## src/hw/rtl/stxetx_pkg.sv

```systemverilog
package stxetx_pkg;

  localparam int unsigned BufferBytes = 65536;
  localparam int unsigned CapBytes    = (BufferBytes < 16) ? 16 :
                                        (BufferBytes > 65536) ? 65536 : BufferBytes;
  localparam int unsigned FrameOverhead = 9;
  localparam int unsigned CapLimit    = CapBytes - FrameOverhead;

  localparam logic [7:0]  StxByte = 8'h02;
  localparam logic [7:0]  EtxByte = 8'h03;
  localparam logic [15:0] MaxPayloadReset = 16'd65527;

  localparam logic [0:0] CfgDialect    = 1'b0;
  localparam logic [0:0] CfgMaxPayload = 1'b1;

  localparam logic DialectAscii  = 1'b0;
  localparam logic DialectBinary = 1'b1;

  typedef enum logic [2:0] {
    StHunt   = 3'd0,
    StInside = 3'd1,
    StGood   = 3'd2,
    StCsum   = 3'd3,
    StLen    = 3'd4,
    StOver   = 3'd5
  } status_e;

  typedef struct packed {
    status_e     byte_status;
    logic [15:0] frame_pos;
    logic [7:0]  data_byte;
  } result_t;

endpackage

```

## src/hw/rtl/stxetx_frame_fsm.sv

```systemverilog
module stxetx_frame_fsm (
  input  logic                 clk_i,
  input  logic                 rst_ni,
  input  logic                 cfg_we_i,
  input  logic [0:0]           cfg_idx_i,
  input  logic [15:0]          cfg_wdata_i,
  input  logic                 step_i,
  input  logic [7:0]           rx_byte_i,
  output stxetx_pkg::result_t  result_o
);

  localparam logic [16:0] Cap17   = 17'(stxetx_pkg::CapBytes);
  localparam logic [15:0] CapLim  = 16'(stxetx_pkg::CapLimit);

  logic        dialect_q;
  logic [15:0] max_pay_q;
  logic        coll_q, coll_d;
  logic [15:0] cnt_q, cnt_d;
  logic [1:0]  magic_q, magic_d;
  logic [31:0] len_q, len_d;
  logic [7:0]  xor_q, xor_d;
  logic [15:0] limit;
  logic [31:0] len_shift;
  logic [32:0] len_end;
  stxetx_pkg::status_e st;
  logic [15:0] pos;

  assign limit     = (max_pay_q < CapLim) ? max_pay_q : CapLim;
  assign len_shift = {len_q[23:0], rx_byte_i};
  assign len_end   = {1'b0, len_q} + 33'd8;

  always_comb begin
    coll_d  = coll_q;
    cnt_d   = cnt_q;
    magic_d = magic_q;
    len_d   = len_q;
    xor_d   = xor_q;
    st      = stxetx_pkg::StHunt;
    pos     = 16'd0;
    if (dialect_q == stxetx_pkg::DialectAscii) begin
      if (!coll_q) begin
        if (rx_byte_i == stxetx_pkg::StxByte) begin
          coll_d = 1'b1;
          cnt_d  = 16'd1;
          st     = stxetx_pkg::StInside;
        end
      end else begin
        pos = cnt_q;
        if (rx_byte_i == stxetx_pkg::EtxByte) begin
          st     = stxetx_pkg::StGood;
          coll_d = 1'b0;
          cnt_d  = '0;
          magic_d = '0;
          len_d  = '0;
          xor_d  = '0;
        end else if ({1'b0, cnt_q} + 17'd1 >= Cap17) begin
          st     = stxetx_pkg::StOver;
          coll_d = 1'b0;
          cnt_d  = '0;
          magic_d = '0;
          len_d  = '0;
          xor_d  = '0;
        end else begin
          cnt_d = cnt_q + 16'd1;
          st    = stxetx_pkg::StInside;
        end
      end
    end else begin
      if (!coll_q) begin
        if (rx_byte_i == stxetx_pkg::StxByte) begin
          if (magic_q == 2'd3) begin
            coll_d  = 1'b1;
            cnt_d   = 16'd4;
            magic_d = '0;
            len_d   = '0;
            xor_d   = '0;
            pos     = 16'd3;
            st      = stxetx_pkg::StInside;
          end else begin
            magic_d = magic_q + 2'd1;
          end
        end else begin
          magic_d = '0;
        end
      end else begin
        pos = cnt_q;
        if (cnt_q < 16'd8) begin
          len_d = len_shift;
          cnt_d = cnt_q + 16'd1;
          st    = stxetx_pkg::StInside;
          if (cnt_q == 16'd7 && len_shift > {16'd0, limit}) begin
            st      = stxetx_pkg::StLen;
            coll_d  = 1'b0;
            cnt_d   = '0;
            magic_d = '0;
            len_d   = '0;
            xor_d   = '0;
          end
        end else if ({17'd0, cnt_q} < len_end) begin
          xor_d = xor_q ^ rx_byte_i;
          cnt_d = cnt_q + 16'd1;
          st    = stxetx_pkg::StInside;
        end else begin
          st      = (rx_byte_i == xor_q) ? stxetx_pkg::StGood : stxetx_pkg::StCsum;
          coll_d  = 1'b0;
          cnt_d   = '0;
          magic_d = '0;
          len_d   = '0;
          xor_d   = '0;
        end
      end
    end
  end

  always_ff @(posedge clk_i or negedge rst_ni) begin
    if (!rst_ni) begin
      dialect_q <= stxetx_pkg::DialectAscii;
      max_pay_q <= stxetx_pkg::MaxPayloadReset;
      coll_q    <= 1'b0;
      cnt_q     <= '0;
      magic_q   <= '0;
      len_q     <= '0;
      xor_q     <= '0;
    end else if (cfg_we_i && cfg_idx_i == stxetx_pkg::CfgDialect) begin
      dialect_q <= cfg_wdata_i[0];
      coll_q    <= 1'b0;
      cnt_q     <= '0;
      magic_q   <= '0;
      len_q     <= '0;
      xor_q     <= '0;
    end else begin
      if (cfg_we_i && cfg_idx_i == stxetx_pkg::CfgMaxPayload) begin
        max_pay_q <= cfg_wdata_i;
      end
      if (step_i) begin
        coll_q  <= coll_d;
        cnt_q   <= cnt_d;
        magic_q <= magic_d;
        len_q   <= len_d;
        xor_q   <= xor_d;
      end
    end
  end

  assign result_o.data_byte   = rx_byte_i;
  assign result_o.frame_pos   = pos;
  assign result_o.byte_status = st;

  a_cnt_zero_when_hunting: assert property (@(posedge clk_i) disable iff (!rst_ni)
    !coll_q |-> (cnt_q == 16'd0 && len_q == 32'd0 && xor_q == 8'd0))
    else $error("framing counters not clear while hunting");

  a_cnt_nonzero_in_frame: assert property (@(posedge clk_i) disable iff (!rst_ni)
    coll_q |-> cnt_q != 16'd0)
    else $error("frame open with zero position");

  a_binary_frame_pos: assert property (@(posedge clk_i) disable iff (!rst_ni)
    (coll_q && dialect_q == stxetx_pkg::DialectBinary) |-> (cnt_q >= 16'd4 && magic_q == 2'd0))
    else $error("binary frame state inconsistent");

  a_len_bounded_after_header: assert property (@(posedge clk_i) disable iff (!rst_ni)
    (coll_q && dialect_q == stxetx_pkg::DialectBinary && cnt_q >= 16'd8) |->
      len_q[31:16] == 16'd0)
    else $error("accepted payload length out of range");

endmodule

```

## src/hw/rtl/stxetx_out_reg.sv

```systemverilog
module stxetx_out_reg (
  input  logic                 clk_i,
  input  logic                 rst_ni,
  input  logic                 valid_i,
  output logic                 ready_o,
  input  stxetx_pkg::result_t  result_i,
  output logic                 valid_o,
  input  logic                 ready_i,
  output stxetx_pkg::result_t  result_o
);

  logic                valid_q;
  stxetx_pkg::result_t result_q;

  assign ready_o = !valid_q || ready_i;

  always_ff @(posedge clk_i or negedge rst_ni) begin
    if (!rst_ni) begin
      valid_q <= 1'b0;
    end else if (ready_o) begin
      valid_q <= valid_i;
    end
  end

  always_ff @(posedge clk_i) begin
    if (ready_o && valid_i) begin
      result_q <= result_i;
    end
  end

  assign valid_o  = valid_q;
  assign result_o = result_q;

endmodule

```

## src/hw/rtl/stx_etx_and_length_xor_deframer.sv

```systemverilog
// Channel   Dir  Payload (low bit up)                                    Accepted when
// s_axis    in   tdata[7:0] rx_byte                                      tvalid && tready
// m_axis    out  tdata[7:0] data_byte, [23:8] frame_pos,                 tvalid && tready
//                [26:24] byte_status, [31:27] zero
// cfg       in   cfg_idx_i 0 dialect, 1 max_payload; cfg_wdata_i         cfg_we_i high
//
// Each request passes an input register, then the framing logic into an output register.
// A result leaves through the output register; one request per cycle while m_axis does
// not stall, and the framing logic updates its state once for each request it takes.
// Reset clears the framing state and loads dialect 0 and max_payload 65527.
// When m_axis stalls, the output register holds, and once the input register is also
// full it holds too and s_axis_tready drops.
module stx_etx_and_length_xor_deframer (
  input  logic        clk_i,
  input  logic        rst_ni,
  input  logic        s_axis_tvalid,
  output logic        s_axis_tready,
  input  logic [7:0]  s_axis_tdata,   // [7:0] rx_byte
  output logic        m_axis_tvalid,
  input  logic        m_axis_tready,
  output logic [31:0] m_axis_tdata,   // [7:0] data_byte, [23:8] frame_pos, [26:24] byte_status
  input  logic        cfg_we_i,
  input  logic [0:0]  cfg_idx_i,
  input  logic [15:0] cfg_wdata_i
);

  logic                in_valid_q;
  logic [7:0]          in_byte_q;
  logic                out_ready;
  logic                step;
  stxetx_pkg::result_t res_d;
  stxetx_pkg::result_t res_q;

  assign step          = in_valid_q && out_ready;
  assign s_axis_tready = !in_valid_q || out_ready;

  always_ff @(posedge clk_i or negedge rst_ni) begin
    if (!rst_ni) begin
      in_valid_q <= 1'b0;
    end else if (s_axis_tready) begin
      in_valid_q <= s_axis_tvalid;
    end
  end

  always_ff @(posedge clk_i) begin
    if (s_axis_tready && s_axis_tvalid) begin
      in_byte_q <= s_axis_tdata;
    end
  end

  stxetx_frame_fsm u_fsm (
    .clk_i       (clk_i),
    .rst_ni      (rst_ni),
    .cfg_we_i    (cfg_we_i),
    .cfg_idx_i   (cfg_idx_i),
    .cfg_wdata_i (cfg_wdata_i),
    .step_i      (step),
    .rx_byte_i   (in_byte_q),
    .result_o    (res_d)
  );

  stxetx_out_reg u_out (
    .clk_i    (clk_i),
    .rst_ni   (rst_ni),
    .valid_i  (in_valid_q),
    .ready_o  (out_ready),
    .result_i (res_d),
    .valid_o  (m_axis_tvalid),
    .ready_i  (m_axis_tready),
    .result_o (res_q)
  );

  assign m_axis_tdata = {5'd0, res_q};

endmodule
```

## config.mk

```make
export PLATFORM = sky130hd
export DESIGN_NAME = stx_etx_and_length_xor_deframer
export DESIGN_NICKNAME = d
export VERILOG_FILES = /design/src/hw/rtl/stxetx_pkg.sv /design/src/hw/rtl/stxetx_frame_fsm.sv /design/src/hw/rtl/stxetx_out_reg.sv /design/src/hw/rtl/stx_etx_and_length_xor_deframer.sv
export SDC_FILE = /design/constraint.sdc
export NUM_CORES = 1
export LEC_CHECK = 0
export ABC_AREA = 1
export CAP_MARGIN = 20
export CORE_MARGIN = 3
export CORE_UTILIZATION = 35
export DETAILED_ROUTE_END_ITERATION = 7
export DONT_BUFFER_PORTS = 1
export GPL_TIMING_DRIVEN = 0
export SYNTH_ARGS = -nofsm -noshare
export SYNTH_HDL_FRONTEND = slang
export SYNTH_SLANG_ARGS = --single-unit
```

## constraint.sdc

```tcl
create_clock -name clk_i -period 2.5 [get_ports clk_i]
set_clock_uncertainty 0.05 [all_clocks]
set_input_delay 0.125 -clock clk_i [delete_from_list [all_inputs] [get_ports clk_i]]
set_output_delay 0.125 -clock clk_i [all_outputs]
set_load 0.01 [all_outputs]
```

==> run summary <==
The most area-hungry cell type in the Yosys netlist is sky130_fd_sc_hd__dfrtp_1. The critical path data arrival time is roughly 3.2 ns. The number of buffers on the longest clock path is 2. After detailed routing, the total wire length is between 15 and 20 mm. The first global-routing pass estimated 30.9 mm of wire. The placer's final routability congestion estimate is between 0.8 and 0.9. The post-layout net count is approximately 1,000.

The netlist uses between 40 and 50 different library cells. The mean routed wirelength per cell came out at 15.6 um. The core region area is ~19,000 sq um. The capture point of the worst reg-to-reg path is u_fsm.cnt_q[13].

The slack of the critical path is -0.453 ns. The die is ~150 um wide. The placement-stage worst setup slack came out at -0.707 ns. The number of slew-limit violations in the final report came out at 0. The highest ir drop seen on vdd is roughly 0.50 mV. The highest clock rate is around 0.34 GHz. The HPWL reported at the end of detailed placement is 12.8 mm.

The die covers 21,200 sq um. The count of nets left with antenna violations once routing finished came out at 0. The height of the chip is between 100 and 150 um.

The run finished, with violations left. The total power per unit cell area is between 600 and 700 nW/um^2. The fraction of post-synthesis cell area in the top cell type by area is approximately 23%. Once the floorplan was initialized, standard cells occupied a little over a third of the core. The top-level I/O count came out at 64. After synthesis, flip-flops and latches occupy approximately 44% of the total area.

The instance count along the most critical hold path came out at 3. The area overhead of the layout relative to synthesis is 33.7%. Subtracting the final worst setup slack from the clock period gives about 3.0 ns. The number of synthesis warnings is 0.

The DRC marker count from the first detailed-route iteration is between 400 and 500. The fraction of layout cells with a size suffix above 1 came out at between 20% and 30%. The slew of the pin with the lowest slew margin came out at about 0.74 ns. The total negative slack is -24.20 ns. The part of the cycle the worst path needs is 118%. The diode insertion count for antenna repair came out at 0. The mean post-synth cell area is between 8 and 9 sq um. The worst setup slack for register-to-register paths came out at -0.45 ns. Data on the critical path is required at its endpoint by 2.73 ns. The post-detailed-route via-to-cell ratio came out at slightly below 5. The depth of the worst register-to-register path came out at 21.

The number of buffers created by CTS came out at 17. The clock slew at the register clock pins of the worst setup and hold paths came out at approximately 0.06 ns. TritonCTS built the clock tree. The cell count after synthesis came out at around 840. Total power for the finished layout comes to 5.56 mW. STA classifies the critical path startpoint as a register. The number of iterations in the first detailed-routing pass came out at 5. The clock net sink count is 113. The checks that failed: setup timing. Clock latency on the worst-skew pair, taken at its later pin, is 0.43 ns. The final number of setup-violating endpoints came out at between 60 and 70. The startpoint identified for the worst hold timing path is cfg_idx_i. The clock root buffer is sky130_fd_sc_hd__clkbuf_16. The port buffer count is 0. The terminating pin of the worst hold path is u_fsm.dialect_q. The cell area that synthesis handed to floorplanning was between 6000 and 7000 sq um.

The category of the most critical setup path is register to register. The tightest min-delay check is of the input pin to register type. The tightest hold margin is 0.101 ns. The global router's overall resource usage is 18.1%.

The number of maximum-capacitance violations is 0. The pin count of the biggest net entering global routing is around 80. The H-tree was split into 4 levels. STA classifies the critical path endpoint as a register. Summed over all layers, the global routing overflow is 0. The count of endpoints failing hold in the final timing report is 0. The count of unresolved DRC violations after routing came out at 0. The detailed router placed 6,053 vias in this run. The reg-to-reg critical path startpoint is u_fsm.max_pay_q[13].

The count of state elements after synthesis is approximately 110. Of all nets on the critical path, the largest fanout is 5. The number of global-route vias before repair is 5,898. The initial antenna violation count is 0.

The launch point of the critical path is u_fsm.max_pay_q[13]. The count of cells in the finished layout, fillers not included, comes to about 1,200. The worst pin sits at a relative slew slack of 51.0%. The number of placement rows is 50. Yosys attributes the largest share of cell area to sky130_fd_sc_hd__dfrtp_1 (23%), sky130_fd_sc_hd__edfxtp_1 (15%), sky130_fd_sc_hd__nand2_1 (12%). The leakage power of the design came out at between 4 and 5 nW. The number of instances in the placed design came out at approximately 1,100. Setup repair after global routing could not meet its margin everywhere.
==> cells by family (layout without fill, tap and decap cells) <==
family,count (synthesis),after routing,synth area share [%]
simple gates,434,435,28.6
buf+inv,129,246,8.10
flops,113,113,44.3
compound gates,103,103,8.96
fa+ha+maj,34,34,6.23
xor+xnor,27,27,3.46
mux,2,2,0.330
other cells,1,5,0.0549
==> per-layer routing <==
| metal | up-vias | share of wire (%) | global-route usage, % |
|---|---|---|---|
| met2 | 159 | 47 | 28.3 |
| met5 | - | 0 | 0 |
| li1 | 3006 | - | - |
| met1 | 2857 | 46 | 24.3 |
| met3 | 31 | 5.0 | 4.48 |
| met4 | 0 | 2.2 | 7.17 |
==> Yosys cell counts (all sizes together) <==
cell type	number
a21oi	29
dfrtp	63
inv	104
edfxtp	35
nor3	7
conb	1
o21ai	41
o21a	1
ha	34
o21bai	2
xor2	16
o211ai	3
nand3	58
mux2	2
o32ai	1
nor4	11
o22ai	14
clkbuf	10
dfstp	15
a211oi	1
nand2	229
clkinv	1
nand4	17
o31ai	10
buf	14
a21o	1
or3	1
xnor2	11
nor2	102
nand3b	7
or2	2
==> timing repair <==
item / in CTS / in global routing
resized for setup: 56 / 57
endpoints found under the setup margin: 62 / 62
endpoints found under the hold margin: 105 / 0
hold buffers: 30 / 0
setup buffers: 34 / 20
cloned: 3 / 0
pin swaps: 21 / 21
==> worst max-delay path by stage <==
stage,to,slack [ns],cells after the start
after CTS,u_out.result_o[24],-0.51,20
after global placement,u_fsm.len_q[5],-0.70,20
after global routing,u_out.result_o[24],-0.69,20
after detailed placement,u_fsm.len_q[24],-0.71,15
after floorplan,u_fsm.len_q[20],-0.1,19
final,u_fsm.cnt_q[13],-0.45,21
==> stage by stage <==
step	instance area (sq um)	util, %
2_1_floorplan	6960	-
3_3_place_gp	7280	38.4
3_5_place_dp	7280	38.4
4_1_cts	8740	46.1
5_1_grt	9130	48.1
6_report	9130	48.1
==> critical path, stage by stage, from the launching register on <==
cell	delay, ns
sky130_fd_sc_hd__dfstp_2	0.54
sky130_fd_sc_hd__inv_4	0.04
sky130_fd_sc_hd__nor4_4	0.27
sky130_fd_sc_hd__nand4_1	0.15
sky130_fd_sc_hd__inv_1	0.11
sky130_fd_sc_hd__nor2_1	0.05
sky130_fd_sc_hd__ha_1	0.28
sky130_fd_sc_hd__inv_1	0.04
sky130_fd_sc_hd__nor2_1	0.08
sky130_fd_sc_hd__o21ai_1	0.07
sky130_fd_sc_hd__nand2_1	0.06
sky130_fd_sc_hd__nand2_1	0.05
sky130_fd_sc_hd__o211ai_1	0.10
sky130_fd_sc_hd__nand3_1	0.11
sky130_fd_sc_hd__nand3_2	0.11
sky130_fd_sc_hd__nand4_1	0.11
sky130_fd_sc_hd__nand2_2	0.11
sky130_fd_sc_hd__nand2_4	0.08
sky130_fd_sc_hd__nand2_4	0.13
sky130_fd_sc_hd__buf_12	0.11
sky130_fd_sc_hd__buf_16	0.11
sky130_fd_sc_hd__o22ai_2	0.05
==> registers in the layout, summed over array words and instances, names as in the netlist <==
name             flops
in_valid_q           1
u_out.result_o      27
u_out.valid_o        1
u_fsm.xor_q          8
u_fsm.cnt_q         16
u_fsm.coll_q         1
u_fsm.max_pay_q     16
u_fsm.dialect_q      1
u_fsm.len_q         32
u_fsm.magic_q        2
in_byte_q            8
==> placed cells by master, fill, tap and decap left out, drive strengths merged, types with 17 or more instances in the layout <==
cell type / count
buf: 70
o21ai: 41
clkbuf: 29
ha: 34
nand4: 17
nor2: 102
dlygate4sd3: 29
nand2: 230
edfxtp: 35
dfrtp: 63
a21oi: 29
nand3: 58
inv: 106
==> report_power, final <==
group	internal, mW	switching, mW	total, mW	leakage, nW
clock network	1.57	0.941	2.51	0.279
registers	2.09	0.140	2.23	1.35
logic	0.312	0.512	0.824	2.47
==> cell type report <==
| class | count | area [sq um] |
|---|---|---|
| Buffer | 23 | 201 |
| Clock buffer | 19 | 433 |
| Clock inverter | 13 | 160 |
| Fill cell | 1775 | 9830 |
| Inverter | 105 | 415 |
| Multi-Input combinational cell | 606 | 3740 |
| Sequential cell | 113 | 3030 |
| Tap cell | 260 | 325 |
| Timing Repair Buffer | 86 | 811 |
(Power assumes the default switching activity.)
